### src/rtl/core/aptp_pkg.sv
// Shared types, constants and helpers of the alignment pair text parser.
`timescale 1ns / 1ps

package aptp_pkg;

  // Default ceiling for a parsed coordinate.
  localparam int unsigned COORD_LIMIT_DEFAULT = 1023;

  // Width of a reported coordinate.
  localparam int COORD_W = 10;

  // Result kinds.
  localparam logic [1:0] KIND_PAIR    = 2'd0;
  localparam logic [1:0] KIND_RESTART = 2'd1;
  localparam logic [1:0] KIND_SUMMARY = 2'd2;

  // Characters the parser reacts to.
  localparam logic [7:0] CH_ZERO  = 8'h30;
  localparam logic [7:0] CH_NINE  = 8'h39;
  localparam logic [7:0] CH_DASH  = 8'h2d;
  localparam logic [7:0] CH_SPACE = 8'h20;
  localparam logic [7:0] CH_BAR   = 8'h7c;
  localparam logic [7:0] CH_NL    = 8'h0a;
  localparam logic [7:0] CH_CR    = 8'h0d;

  // Length of the " ||| " separator.
  localparam logic [2:0] SEP_LEN = 3'd5;

  // Result queue geometry.
  localparam int OUT_DEPTH = 4;
  localparam int PTR_W     = $clog2(OUT_DEPTH);
  localparam int CNT_W     = PTR_W + 1;

  // One input request.
  typedef struct packed {
    logic [7:0] text_byte;
    logic       final_byte;
  } aptp_in_t;

  // One result.
  typedef struct packed {
    logic [1:0]         result_kind;
    logic [COORD_W-1:0] coord_a;
    logic [COORD_W-1:0] coord_b;
    logic               bad_alignment;
  } aptp_out_t;

  // Results produced by one input byte, oldest in slot zero.
  typedef struct packed {
    logic [1:0] count;
    aptp_out_t  slot0;
    aptp_out_t  slot1;
  } aptp_batch_t;

  // Parser phase, one-hot.
  typedef enum logic [3:0] {
    PH_START  = 4'b0001,
    PH_FIRST  = 4'b0010,
    PH_SECOND = 4'b0100,
    PH_SPACE  = 4'b1000
  } aptp_phase_t;

  // Character expected at a given position of the separator.
  function automatic logic [7:0] sep_char(input logic [2:0] pos);
    logic [7:0] c;
    case (pos)
      3'd0:    c = CH_SPACE;
      3'd1:    c = CH_BAR;
      3'd2:    c = CH_BAR;
      3'd3:    c = CH_BAR;
      3'd4:    c = CH_SPACE;
      default: c = CH_SPACE;
    endcase
    return c;
  endfunction

endpackage

### src/rtl/core/aptp_out_fifo.sv
// Small result queue that takes up to two results per cycle and hands out one per cycle while out_ready is high.
`timescale 1ns / 1ps

module aptp_out_fifo import aptp_pkg::*; (
  input  logic        clk,
  input  logic        rst,
  input  logic        push,
  input  aptp_batch_t batch,
  output logic        room,
  output logic        out_valid,
  input  logic        out_ready,
  output aptp_out_t   out_data
);

  aptp_out_t        entries [OUT_DEPTH];
  logic [PTR_W-1:0] wr_ptr;
  logic [PTR_W-1:0] rd_ptr;
  logic [CNT_W-1:0] count;
  logic [CNT_W-1:0] count_next;
  logic [1:0]       push_cnt;
  logic             pop;

  // Room for a full batch of two results.
  assign room      = count <= CNT_W'(OUT_DEPTH - 2);
  assign out_valid = count != '0;
  assign out_data  = entries[rd_ptr];
  assign pop       = out_valid && out_ready;
  assign push_cnt  = push ? batch.count : 2'd0;

  assign count_next = count + CNT_W'(push_cnt) - CNT_W'(pop);

  // Pointer and fill bookkeeping.
  always_ff @(posedge clk) begin
    if (rst) begin
      wr_ptr <= '0;
      rd_ptr <= '0;
      count  <= '0;
    end else begin
      wr_ptr <= wr_ptr + PTR_W'(push_cnt);
      rd_ptr <= rd_ptr + PTR_W'(pop);
      count  <= count_next;
    end
  end

  // Result storage; a two-result batch fills two consecutive entries.
  always_ff @(posedge clk) begin
    if (push_cnt != 2'd0) begin
      entries[wr_ptr] <= batch.slot0;
    end
    if (push_cnt == 2'd2) begin
      entries[wr_ptr + PTR_W'(1)] <= batch.slot1;
    end
  end

endmodule

### src/rtl/core/aptp_parse.sv
// Per-byte parse logic and parser state of the alignment pair text parser.
`timescale 1ns / 1ps

module aptp_parse import aptp_pkg::*; #(
  parameter int unsigned COORD_LIMIT = COORD_LIMIT_DEFAULT
) (
  input  logic        clk,
  input  logic        rst,
  input  logic        step,
  input  aptp_in_t    item,
  output aptp_batch_t batch
);

  localparam int ACC_W = $clog2(COORD_LIMIT + 1);
  localparam int SUM_W = ACC_W + 4;
  localparam int EXT_W = (ACC_W > COORD_W) ? ACC_W : COORD_W;
  localparam logic [SUM_W-1:0] LIMIT_S = SUM_W'(COORD_LIMIT);
  localparam logic [ACC_W-1:0] LIMIT_A = ACC_W'(COORD_LIMIT);

  // Parser state.
  aptp_phase_t      phase;
  logic [ACC_W-1:0] first_accum;
  logic [ACC_W-1:0] second_accum;
  logic [ACC_W-1:0] largest_first;
  logic [ACC_W-1:0] largest_second;
  logic             error_latch;
  logic [2:0]       separator_progress;
  logic             line_finished;

  aptp_phase_t      phase_next;
  logic [ACC_W-1:0] first_accum_next;
  logic [ACC_W-1:0] second_accum_next;
  logic [ACC_W-1:0] largest_first_next;
  logic [ACC_W-1:0] largest_second_next;
  logic             error_latch_next;
  logic [2:0]       separator_progress_next;
  logic             line_finished_next;

  logic [7:0]       b;
  logic             fin;
  logic             is_dec;
  logic             is_eol;
  logic [3:0]       digit;
  logic [2:0]       sep_calc;
  logic [SUM_W-1:0] first_sum;
  logic [SUM_W-1:0] second_sum;
  logic             first_ovf;
  logic             second_ovf;
  logic             start_ovf;
  logic [ACC_W-1:0] first_sat;
  logic [ACC_W-1:0] second_sat;
  logic [ACC_W-1:0] start_sat;

  // Low bits of an accumulator as a reported coordinate.
  function automatic logic [COORD_W-1:0] to_coord(input logic [ACC_W-1:0] v);
    logic [EXT_W-1:0] e;
    e = EXT_W'(v);
    return e[COORD_W-1:0];
  endfunction

  assign b      = item.text_byte;
  assign fin    = item.final_byte;
  assign is_dec = (b >= CH_ZERO) && (b <= CH_NINE);
  assign is_eol = (b == CH_NL) || (b == CH_CR);
  assign digit  = 4'(b - CH_ZERO);

  // Separator tracking; overlapping matches restart on a space.
  always_comb begin
    if ((separator_progress < SEP_LEN) && (b == sep_char(separator_progress))) begin
      sep_calc = separator_progress + 3'd1;
    end else begin
      sep_calc = (b == CH_SPACE) ? 3'd1 : 3'd0;
    end
  end

  // Decimal accumulation with saturation at the coordinate limit.
  assign first_sum  = SUM_W'(first_accum) * SUM_W'(10) + SUM_W'(digit);
  assign second_sum = SUM_W'(second_accum) * SUM_W'(10) + SUM_W'(digit);
  assign first_ovf  = first_sum > LIMIT_S;
  assign second_ovf = second_sum > LIMIT_S;
  assign start_ovf  = SUM_W'(digit) > LIMIT_S;
  assign first_sat  = first_ovf ? LIMIT_A : first_sum[ACC_W-1:0];
  assign second_sat = second_ovf ? LIMIT_A : second_sum[ACC_W-1:0];
  assign start_sat  = start_ovf ? LIMIT_A : ACC_W'(digit);

  // Next state and the results of the current byte.
  always_comb begin
    aptp_out_t res;
    logic      tok;
    logic      ended;

    res                     = '0;
    tok                     = 1'b0;
    ended                   = 1'b0;
    phase_next              = phase;
    first_accum_next        = first_accum;
    second_accum_next       = second_accum;
    largest_first_next      = largest_first;
    largest_second_next     = largest_second;
    error_latch_next        = error_latch;
    separator_progress_next = separator_progress;
    line_finished_next      = line_finished;
    batch                   = '0;

    if (line_finished) begin
      // Bytes after the line end are dropped until the last byte re-arms.
      if (fin) begin
        phase_next              = PH_START;
        first_accum_next        = '0;
        second_accum_next       = '0;
        largest_first_next      = '0;
        largest_second_next     = '0;
        error_latch_next        = 1'b0;
        separator_progress_next = 3'd0;
        line_finished_next      = 1'b0;
      end
    end else if (sep_calc == SEP_LEN) begin
      // Full separator: clear the parse state and announce a restart, and a summary on the last byte.
      phase_next              = PH_START;
      first_accum_next        = '0;
      second_accum_next       = '0;
      largest_first_next      = '0;
      largest_second_next     = '0;
      error_latch_next        = 1'b0;
      separator_progress_next = 3'd1;
      batch.slot0.result_kind = KIND_RESTART;
      batch.count             = 2'd1;
      if (fin) begin
        batch.slot1.result_kind = KIND_SUMMARY;
        batch.count             = 2'd2;
        separator_progress_next = 3'd0;
      end
    end else begin
      separator_progress_next = sep_calc;

      case (phase)
        PH_FIRST: begin
          if (is_dec) begin
            first_accum_next = first_sat;
            error_latch_next = error_latch | first_ovf;
          end else begin
            if (first_accum > largest_first) begin
              largest_first_next = first_accum;
            end
            error_latch_next  = error_latch | (b != CH_DASH);
            second_accum_next = '0;
            phase_next        = PH_SECOND;
          end
        end
        PH_SECOND: begin
          if (is_dec) begin
            second_accum_next = second_sat;
            error_latch_next  = error_latch | second_ovf;
          end else begin
            if (second_accum > largest_second) begin
              largest_second_next = second_accum;
            end
            batch.slot0.result_kind   = KIND_PAIR;
            batch.slot0.coord_a       = to_coord(first_accum);
            batch.slot0.coord_b       = to_coord(second_accum);
            batch.slot0.bad_alignment = error_latch;
            batch.count               = 2'd1;
            if (b == CH_SPACE) begin
              phase_next = PH_SPACE;
            end else begin
              tok = 1'b1;
            end
          end
        end
        PH_SPACE: begin
          tok = b != CH_SPACE;
        end
        default: begin
          tok = 1'b1;
        end
      endcase

      // Token start: a line end, a first digit, or a missing first number.
      if (tok) begin
        if (is_eol) begin
          ended = 1'b1;
        end else begin
          first_accum_next  = '0;
          second_accum_next = '0;
          if (is_dec) begin
            first_accum_next = start_sat;
            error_latch_next = error_latch_next | start_ovf;
            phase_next       = PH_FIRST;
          end else begin
            error_latch_next = error_latch_next | (b != CH_DASH);
            phase_next       = PH_SECOND;
          end
        end
      end

      // Last byte finishes a pending pair or flags a lone first number.
      if (!ended && fin) begin
        if (phase_next == PH_SECOND) begin
          if (second_accum_next > largest_second_next) begin
            largest_second_next = second_accum_next;
          end
          if (batch.count == 2'd0) begin
            batch.slot0.result_kind   = KIND_PAIR;
            batch.slot0.coord_a       = to_coord(first_accum_next);
            batch.slot0.coord_b       = to_coord(second_accum_next);
            batch.slot0.bad_alignment = error_latch_next;
            batch.count               = 2'd1;
          end
        end else if (phase_next == PH_FIRST) begin
          if (first_accum_next > largest_first_next) begin
            largest_first_next = first_accum_next;
          end
          error_latch_next = 1'b1;
        end
      end

      // Line summary, then a clean parser for the next line.
      if (ended || fin) begin
        res.result_kind   = KIND_SUMMARY;
        res.coord_a       = to_coord(largest_first_next);
        res.coord_b       = to_coord(largest_second_next);
        res.bad_alignment = error_latch_next;
        if (batch.count == 2'd0) begin
          batch.slot0 = res;
        end else begin
          batch.slot1 = res;
        end
        batch.count             = batch.count + 2'd1;
        phase_next              = PH_START;
        first_accum_next        = '0;
        second_accum_next       = '0;
        largest_first_next      = '0;
        largest_second_next     = '0;
        error_latch_next        = 1'b0;
        separator_progress_next = 3'd0;
        line_finished_next      = ended && !fin;
      end
    end
  end

  // State registers advance once per parsed byte.
  always_ff @(posedge clk) begin
    if (rst) begin
      phase              <= PH_START;
      first_accum        <= '0;
      second_accum       <= '0;
      largest_first      <= '0;
      largest_second     <= '0;
      error_latch        <= 1'b0;
      separator_progress <= 3'd0;
      line_finished      <= 1'b0;
    end else if (step) begin
      phase              <= phase_next;
      first_accum        <= first_accum_next;
      second_accum       <= second_accum_next;
      largest_first      <= largest_first_next;
      largest_second     <= largest_second_next;
      error_latch        <= error_latch_next;
      separator_progress <= separator_progress_next;
      line_finished      <= line_finished_next;
    end
  end

endmodule

### src/rtl/core/alignment_pair_text_parser_core.sv
// Top level of the alignment pair text parser: input register, parser and result queue.
`timescale 1ns / 1ps

// Parses a line of x-y decimal pairs one byte per request and returns pair, restart
// and end-of-line summary results. A byte is taken every cycle except while the input
// stalls. It is parsed straight out of the input register once the queue can take its
// batch, and its results land in a four-entry queue whose head drives the output. A
// byte yields up to two results (a restart or pair followed by a line summary). The
// queue drains one result per cycle while out_ready is high, and the input stalls only
// while the queue has fewer than two free entries. Coordinates saturate at COORD_LIMIT
// and are reported in their low ten bits.
module alignment_pair_text_parser_core import aptp_pkg::*; #(
  parameter int unsigned COORD_LIMIT = COORD_LIMIT_DEFAULT
) (
  input  logic      clk,
  input  logic      rst,
  input  logic      in_valid,
  output logic      in_ready,
  input  aptp_in_t  in_data,
  output logic      out_valid,
  input  logic      out_ready,
  output aptp_out_t out_data
);

  logic        stage_valid;
  aptp_in_t    stage_item;
  logic        step;
  logic        room;
  aptp_batch_t batch;

  // A staged byte is parsed when the queue can take a full batch.
  assign step     = stage_valid && room;
  assign in_ready = !stage_valid || step;

  // Input register.
  always_ff @(posedge clk) begin
    if (rst) begin
      stage_valid <= 1'b0;
    end else if (in_ready) begin
      stage_valid <= in_valid;
    end
  end

  always_ff @(posedge clk) begin
    if (in_valid && in_ready) begin
      stage_item <= in_data;
    end
  end

  aptp_parse #(
    .COORD_LIMIT(COORD_LIMIT)
  ) u_parse (
    .clk   (clk),
    .rst   (rst),
    .step  (step),
    .item  (stage_item),
    .batch (batch)
  );

  aptp_out_fifo u_out_fifo (
    .clk       (clk),
    .rst       (rst),
    .push      (step),
    .batch     (batch),
    .room      (room),
    .out_valid (out_valid),
    .out_ready (out_ready),
    .out_data  (out_data)
  );

endmodule

### config.mk
export PLATFORM = sky130hd
export DESIGN_NAME = alignment_pair_text_parser_core
export DESIGN_NICKNAME = d
export VERILOG_FILES = /design/src/rtl/core/aptp_pkg.sv /design/src/rtl/core/aptp_out_fifo.sv /design/src/rtl/core/aptp_parse.sv /design/src/rtl/core/alignment_pair_text_parser_core.sv
export SDC_FILE = /design/constraint.sdc
export NUM_CORES = 1
export LEC_CHECK = 0
export BUFFER_PORTS_ARGS = -buffer_cell sky130_fd_sc_hd__buf_2
export CORE_UTILIZATION = 53
export DETAILED_ROUTE_END_ITERATION = 12
export HOLD_SLACK_MARGIN = 0.03
export PLACE_DENSITY = 0.67
export SYNTH_ARGS = -nofsm -noshare
export SYNTH_HDL_FRONTEND = slang
export SYNTH_SLANG_ARGS = --single-unit
### constraint.sdc
create_clock -name clk -period 8.4 [get_ports clk]
set_input_delay 0.42 -clock clk [delete_from_list [all_inputs] [get_ports clk]]
set_output_delay 0.42 -clock clk [all_outputs]
set_load 0.1 [all_outputs]
======== Yosys cells after proc, flatten, opt, wreduce, memory -nomap -nowiden ========
Memories as Yosys holds them, arrays and structs flattened. A register that Yosys moved wholly into a read port is not among the register bits.
Index checks and enable logic that the tools add are counted.
word-level totals
  memory bits (writable) .................. 92
  register bits ........................... 66
  bits of input ports ..................... 13
  logic and storage cells ................. 197
  output and inout port bits .............. 25
  memories kept ........................... 1
cells by class
  add/sub/neg operators ................... 10
  equal/unequal tests ..................... 17
  $lt $le $gt $ge ......................... 10
  reductions and logical operators ........ 19
  multiplexer cells ....................... 120
  bitwise operators ....................... 4
  multipliers ............................. 2
memories
  name                depth  width  rd ports  clocked after memory_dff  write ports  RTL line             source
  u_out_fifo.entries  4      23     1         1                         2            aptp_out_fifo.sv:15  aptp_out_t entries [OUT_DEPTH];
operators by type and width
  kind                                                                                  number
  10-bit two-way mux                                                                    44
  25-bit two-way mux                                                                    8
  48-bit two-way mux                                                                    2
  4-bit two-way mux                                                                     13
  23-bit two-way mux                                                                    2
  21-bit two-way mux                                                                    2
  10-bit > comparator                                                                   4
  1-bit two-way mux                                                                     32
  14-bit by 4-bit adder with 14-bit output                                              2
  14-bit by 10-bit > comparator with 1-bit output (second input constant)               2
  10-bit by 3-bit multiplier with 13-bit output (second input constant)                 2
  24-bit two-way mux                                                                    1
  10-bit case mux with 2 select lines                                                   1
  3-bit two-way mux                                                                     6
  8-bit by 4-bit == test with 1-bit output (second input constant)                      2
  8-bit by 6-bit inequality test with 1-bit output (second input constant)              2
  2-bit two-way mux                                                                     5
  4-bit by 2-bit == test with 1-bit output (second input constant)                      2
  4-bit by 3-bit == test with 1-bit output (second input constant)                      2
  8-bit by 6-bit == test with 1-bit output (second input constant)                      1
  8-bit by 7-bit == test with 1-bit output                                              1
  8-bit by 6-bit greater-or-equal comparator with 1-bit output (second input constant)  1
  8-bit by 6-bit less-or-equal comparator with 1-bit output (second input constant)     1
  4-bit case mux with 2 select lines                                                    1
  other kinds (27)                                                                      43

======== Depth between registers and ports, before layout ========
  word-level depth ........................ 27
  gate-level depth with buffers ........... 23
  depth with buffers taken out ............ 21

======== By module ========
Synthesis repeated with hierarchy kept, for this count alone.
second synthesis, totals
  cell total of the unflattened synthesis .. 1070
  area, all modules ....................... 11439.7 sq um
modules (own cells, without submodules)
  module                           area an instance (sq um)  seq. area each (sq um)  times used  cells each
  aptp_parse                       6154.7                    980.9                   1           781
  aptp_out_fifo                    4952.2                    2902.8                  1           274
  alignment_pair_text_parser_core  332.8                     290.3                   1           15

======== Least setup slack after synthesis ========
OpenSTA, ideal clock, no wires.
  path kind ............................... flip-flop to flip-flop
  from .................................... register u_parse.second_accum[1]
  to ...................................... memory u_out_fifo.entries[0][4] (netlist bit), data pin
  setup time .............................. 0.277 ns
  data required time ...................... 8.123 ns
  data arrival time ....................... 5.549 ns
  stages on the path, launching flop included .. 23
  path buffers ............................ 2
  period minus slack after synthesis ...... 5.826 ns
  setup slack ............................. 2.574 ns
  path through ............................ dfxtp_1 ha_1 ha_1 inv_1 fa_1 nand3b_1 o21ai_0 nor4b_1 a311oi_1 a211oi_1 and3_1 buf_2 a21oi_1 ha_1 a21o_1 a21o_1 a2111oi_0 a31oi_1 nand2_1 clkbuf_1 nand2_1 o21ai_0 o32ai_1
RTL lines
  element                   RTL line             source
  start: declaration        aptp_parse.sv:23     logic [ACC_W-1:0] second_accum;
  start signal: assignment  aptp_parse.sv:255    second_accum <= second_accum_next;
  end: declaration          aptp_out_fifo.sv:15

==> summary.md <==
| Metric | Value |
|---|---|
| First-pass DRT Iterations | `5` |
| I/O pins | `38` |
| Maximum VDD drop | `0.1512 mV` |
| Max-Cap Viols | `0` |
| Critical Path End Type | `flip-flop` |
| Max FO, Critical Path | `14` |
| Global-route wire length before repair | `48.54 mm` |
| Tcrit/Tclk final | `79.00%` |
| Gate Count Post-Synth | `1116` |
| Worst path arrival time | `6.80 ns` |
| DP Wirelength | `21.62 mm` |
| Avg WL per Cell | `21.58 um` |
| Netlist Area Pre-Place | `10890 um2` |
| Area contributors post-synth | `edfxtp_1 (27%), dfxtp_1 (11%), ha_1 (10%), mux4_2 (4.8%), nor2_1 (3.7%)` |
| RSZ-0062 raised after global routing | `false` |
| Setup crit start kind | `flip-flop` |
| Die area | `21130 um2` |
| Hold Fails Final Rpt | `0` |
| Routed wire length | `30.36 mm` |
| Sequential share of the synthesized area | `37.95%` |
| Storage cell area | `4134 um2` |
| Post-DRT Antenna Nets | `0` |
| CTS max path bufs | `2` |
| Leak pwr | `4.420 nW` |
| Vias in the first global route | `8734` |
| Largest net degree at the start of global routing | `59` |
| Setup TNS Final | `0 ns` |
| Post-route cell area | `11850 um2` |
| Hold buffers post-CTS | `0` |
| Antenna fix cells | `0` |
| Buffer count from post-CTS setup fixing | `0` |
| Num CTS Buffers | `17` |
| Rows | `52` |
| Syn nets | `1221` |
| Htree depth | `4` |
| Post-synth EDFFs | `97` |
| Least-Margin Pin Slew | `1.084 ns` |
| Max Fclk | `150.7 MHz` |
| Clk pin slew, worst setup/hold paths | `0.07 ns` |
| Syn avg cell area | `9.761 um2` |
| Die height | `145.4 um` |
| Port Buf Inserts | `37` |
| Hold crit path type | `primary input to flip-flop` |
| Clk sinks | `158` |
| Required time of the critical path | `8.56 ns` |
| Synth top area share | `26.74%` |
| Chip width | `145.4 um` |
| Pre-CTS setup slack | `1.918 ns` |
| Synth warn | `0` |
| Antenna violations before repair | `0` |
| Via Count | `9320` |
| Cell area power density | `201.8 nW/um2` |
| Clk_lat worst skew | `0.45 ns` |
| Multi-input logic area | `6330 um2` |
| Status | `finished, final reports clean` |
| Avg Vias per Cell | `6.624` |
| Worst setup margin | `1.764 ns` |
| Critical path class | `flip-flop to flip-flop` |
| Clock tree root buffer cell | `clkbuf_16` |
| Post-cts resize count | `0` |
| Setup violations, final | `0` |
| Post-place instance area | `11270 um2` |
| DRC viols | `0` |
| Max Slew Vio Count | `0` |
| Final GP Congestion | `0.9355` |
| Grt total ovfl | `0` |
| FFs w/ async S/R, synth | `0%` |
| CTS tree | `built` |
| Synth Flop Type | `edfxtp_1` |
| GRT Total Usage | `29.51%` |
| Starting Density | `54.01%` |
| Yosys cell types | `87` |
| Rel. slew slack | `27.54%` |
| Synthesized flop and latch total | `158` |
| Largest area contributor in the netlist | `edfxtp_1` |
| Clock skew | `0.009602 ns` |
| Final nets | `1229` |
| Share of layout cells above drive strength 1 | `12.05%` |
| Min cycle time layout | `6.636 ns` |
| Core ar. | `20170 um2` |
| Area growth syn-to-layout | `8.764%` |
| Fill cell count | `1782` |
| DRT iter0 DRCs | `1046` |
## metrics by stage
stage / total power [W] / hold WS [ns] / util, % / cells
after floorplan: 0.001524 / 0.4402 / - / 1116
after global placement: 0.001647 / 0.4643 / 55.89 / 1375
after detailed placement: 0.001647 / 0.4644 / 55.89 / 1375
after CTS: 0.002397 / 0.1347 / 58.74 / 1407
after global routing: 0.002461 / 0.1352 / 58.74 / 1407
final: 0.002391 / 0.1433 / 58.74 / 1407
## synthesized netlist by cell type, types with 4 or more instances
cell type,instances
nor2_1,106
edfxtp_1,97
ha_1,87
nand2_1,77
a21oi_1,73
dfxtp_1,61
o21ai_0,59
clkbuf_1,47
inv_1,47
o32ai_1,41
o22ai_1,39
a22oi_1,35
mux2i_1,24
mux4_2,23
nor2b_1,19
xnor2_1,17
a21o_1,16
nor3_1,16
a211oi_1,14
nand3_1,12
nand3b_1,10
nand4_1,9
or2_2,8
a31oi_1,7
and2_1,7
nor3b_1,7
o21a_1,7
xor2_1,7
and3_1,6
buf_2,6
o21ai_1,6
or3_1,6
a2111oi_0,5
a2bb2oi_1,5
fa_1,5
nor4_1,5
nor4b_1,5
o31a_1,5
o41ai_1,5
a211o_1,4
a221oi_1,4
buf_6,4
nand2b_1,4
o21bai_1,4
## worst max-delay path, cell delays in order (launching register included)
cell and delay (ns):
dfxtp_1 0.54, ha_1 0.30, ha_1 0.22, inv_1 0.07, fa_1 0.20, nor2b_1 0.07
o311ai_0 0.49, a21oi_1 0.20, a2111oi_0 0.39, mux2i_1 0.31, o41ai_1 0.59, inv_1 0.18
ha_1 0.35, a21o_1 0.17, a221oi_1 0.29, nor2b_1 0.08, o2111ai_1 0.29, a21oi_1 0.20
nand2_1 0.39, o21bai_1 0.18, a221oi_1 0.65, o32ai_1 0.20
## final cells by class
| cell class | count | area share, % |
|---|---|---|
| multi-input cells | 848 | 53.43 |
| clock buffers | 18 | 3.622 |
| well taps | 270 | 2.851 |
| inverters | 48 | 1.521 |
| flip-flops and latches | 158 | 34.89 |
| clock inverters | 14 | 1.236 |
| repair buffers | 51 | 2.450 |
## flip-flops by register name (all words and copies together) (netlist names)
signal	count
stage_item	9
stage_valid	1
u_out_fifo.count	3
u_out_fifo.entries	92
u_out_fifo.rd_ptr	2
u_out_fifo.wr_ptr	2
u_parse.error_latch	1
u_parse.first_accum	10
u_parse.largest_first	10
u_parse.largest_second	10
u_parse.line_finished	1
u_parse.phase	4
u_parse.second_accum	10
u_parse.separator_progress	3
## final timing paths
path	startpoint	end	slack, ns	depth (start not counted)
setup reg to reg	u_parse.first_accum[1]	u_out_fifo.entries[3][13]	1.76	21
hold reg to reg	u_out_fifo.entries[0][21]	u_out_fifo.entries[0][21]	0.48	2
hold / removal	in_data[5]	stage_item[5]	0.14	1
setup / recovery	u_parse.first_accum[1]	u_out_fifo.entries[3][13]	1.76	21
## cells by family after synthesis
| kind of cell | after synthesis | synth area share (%) |
|---|---|---|
| AO/OA/AOI/OAI | 367 | 23.34 |
| XOR/XNOR | 24 | 1.930 |
| adder cells (fa/ha/maj) | 92 | 10.91 |
| buffers and inverters | 110 | 4.193 |
| flip-flops | 158 | 37.95 |
| multiplexers | 48 | 7.064 |
| AND/OR/NAND/NOR | 317 | 14.61 |
## layout by cell type (no fill, tap or decap), drive strengths merged, types with 6 or more instances in the layout
cell type / synthesis / final
nor4: 6 / 6
inv: 48 / 56
nand3: 12 / 12
a211oi: 14 / 14
a22oi: 35 / 35
nor2b: 19 / 19
a2111oi: 6 / 6
mux2i: 24 / 24
and3: 6 / 6
nand2: 79 / 79
o32ai: 41 / 41
o22ai: 40 / 40
o21a: 7 / 7
nor4b: 6 / 6
buf: 13 / 51
nand4: 9 / 9
clkbuf: 49 / 18
nor3b: 7 / 7
nor3: 16 / 16
and2: 7 / 7
dfxtp: 61 / 61
nand3b: 10 / 10
mux4: 23 / 23
xnor2: 17 / 17
or2: 11 / 11
or3: 6 / 6
a21o: 16 / 16
o21ai: 65 / 65
nor2: 106 / 106
edfxtp: 97 / 97
xor2: 7 / 7
a31oi: 7 / 7
a21oi: 74 / 74
ha: 87 / 87
## metal layers
| metal | GRT usage [%] | part of all wire, % | vias to the layer above |
|---|---|---|---|
| met5 | 0 | 0 | - |
| met4 | 9.947 | 2.4 | 0 |
| met3 | 5.705 | 9.7 | 55 |
| met2 | 44.88 | 44 | 477 |
| met1 | 42.24 | 44 | 4430 |
| li1 | - | - | 4358 |
## report_power, final
part | switching, W | total (W) | internal (W)
clock | 0.000366 | 0.000761 | 0.000395
sequential | 0.0000306 | 0.000891 | 0.000860
combinational | 0.000566 | 0.000739 | 0.000173
No activity file was read; power rests on OpenSTA's default activity.
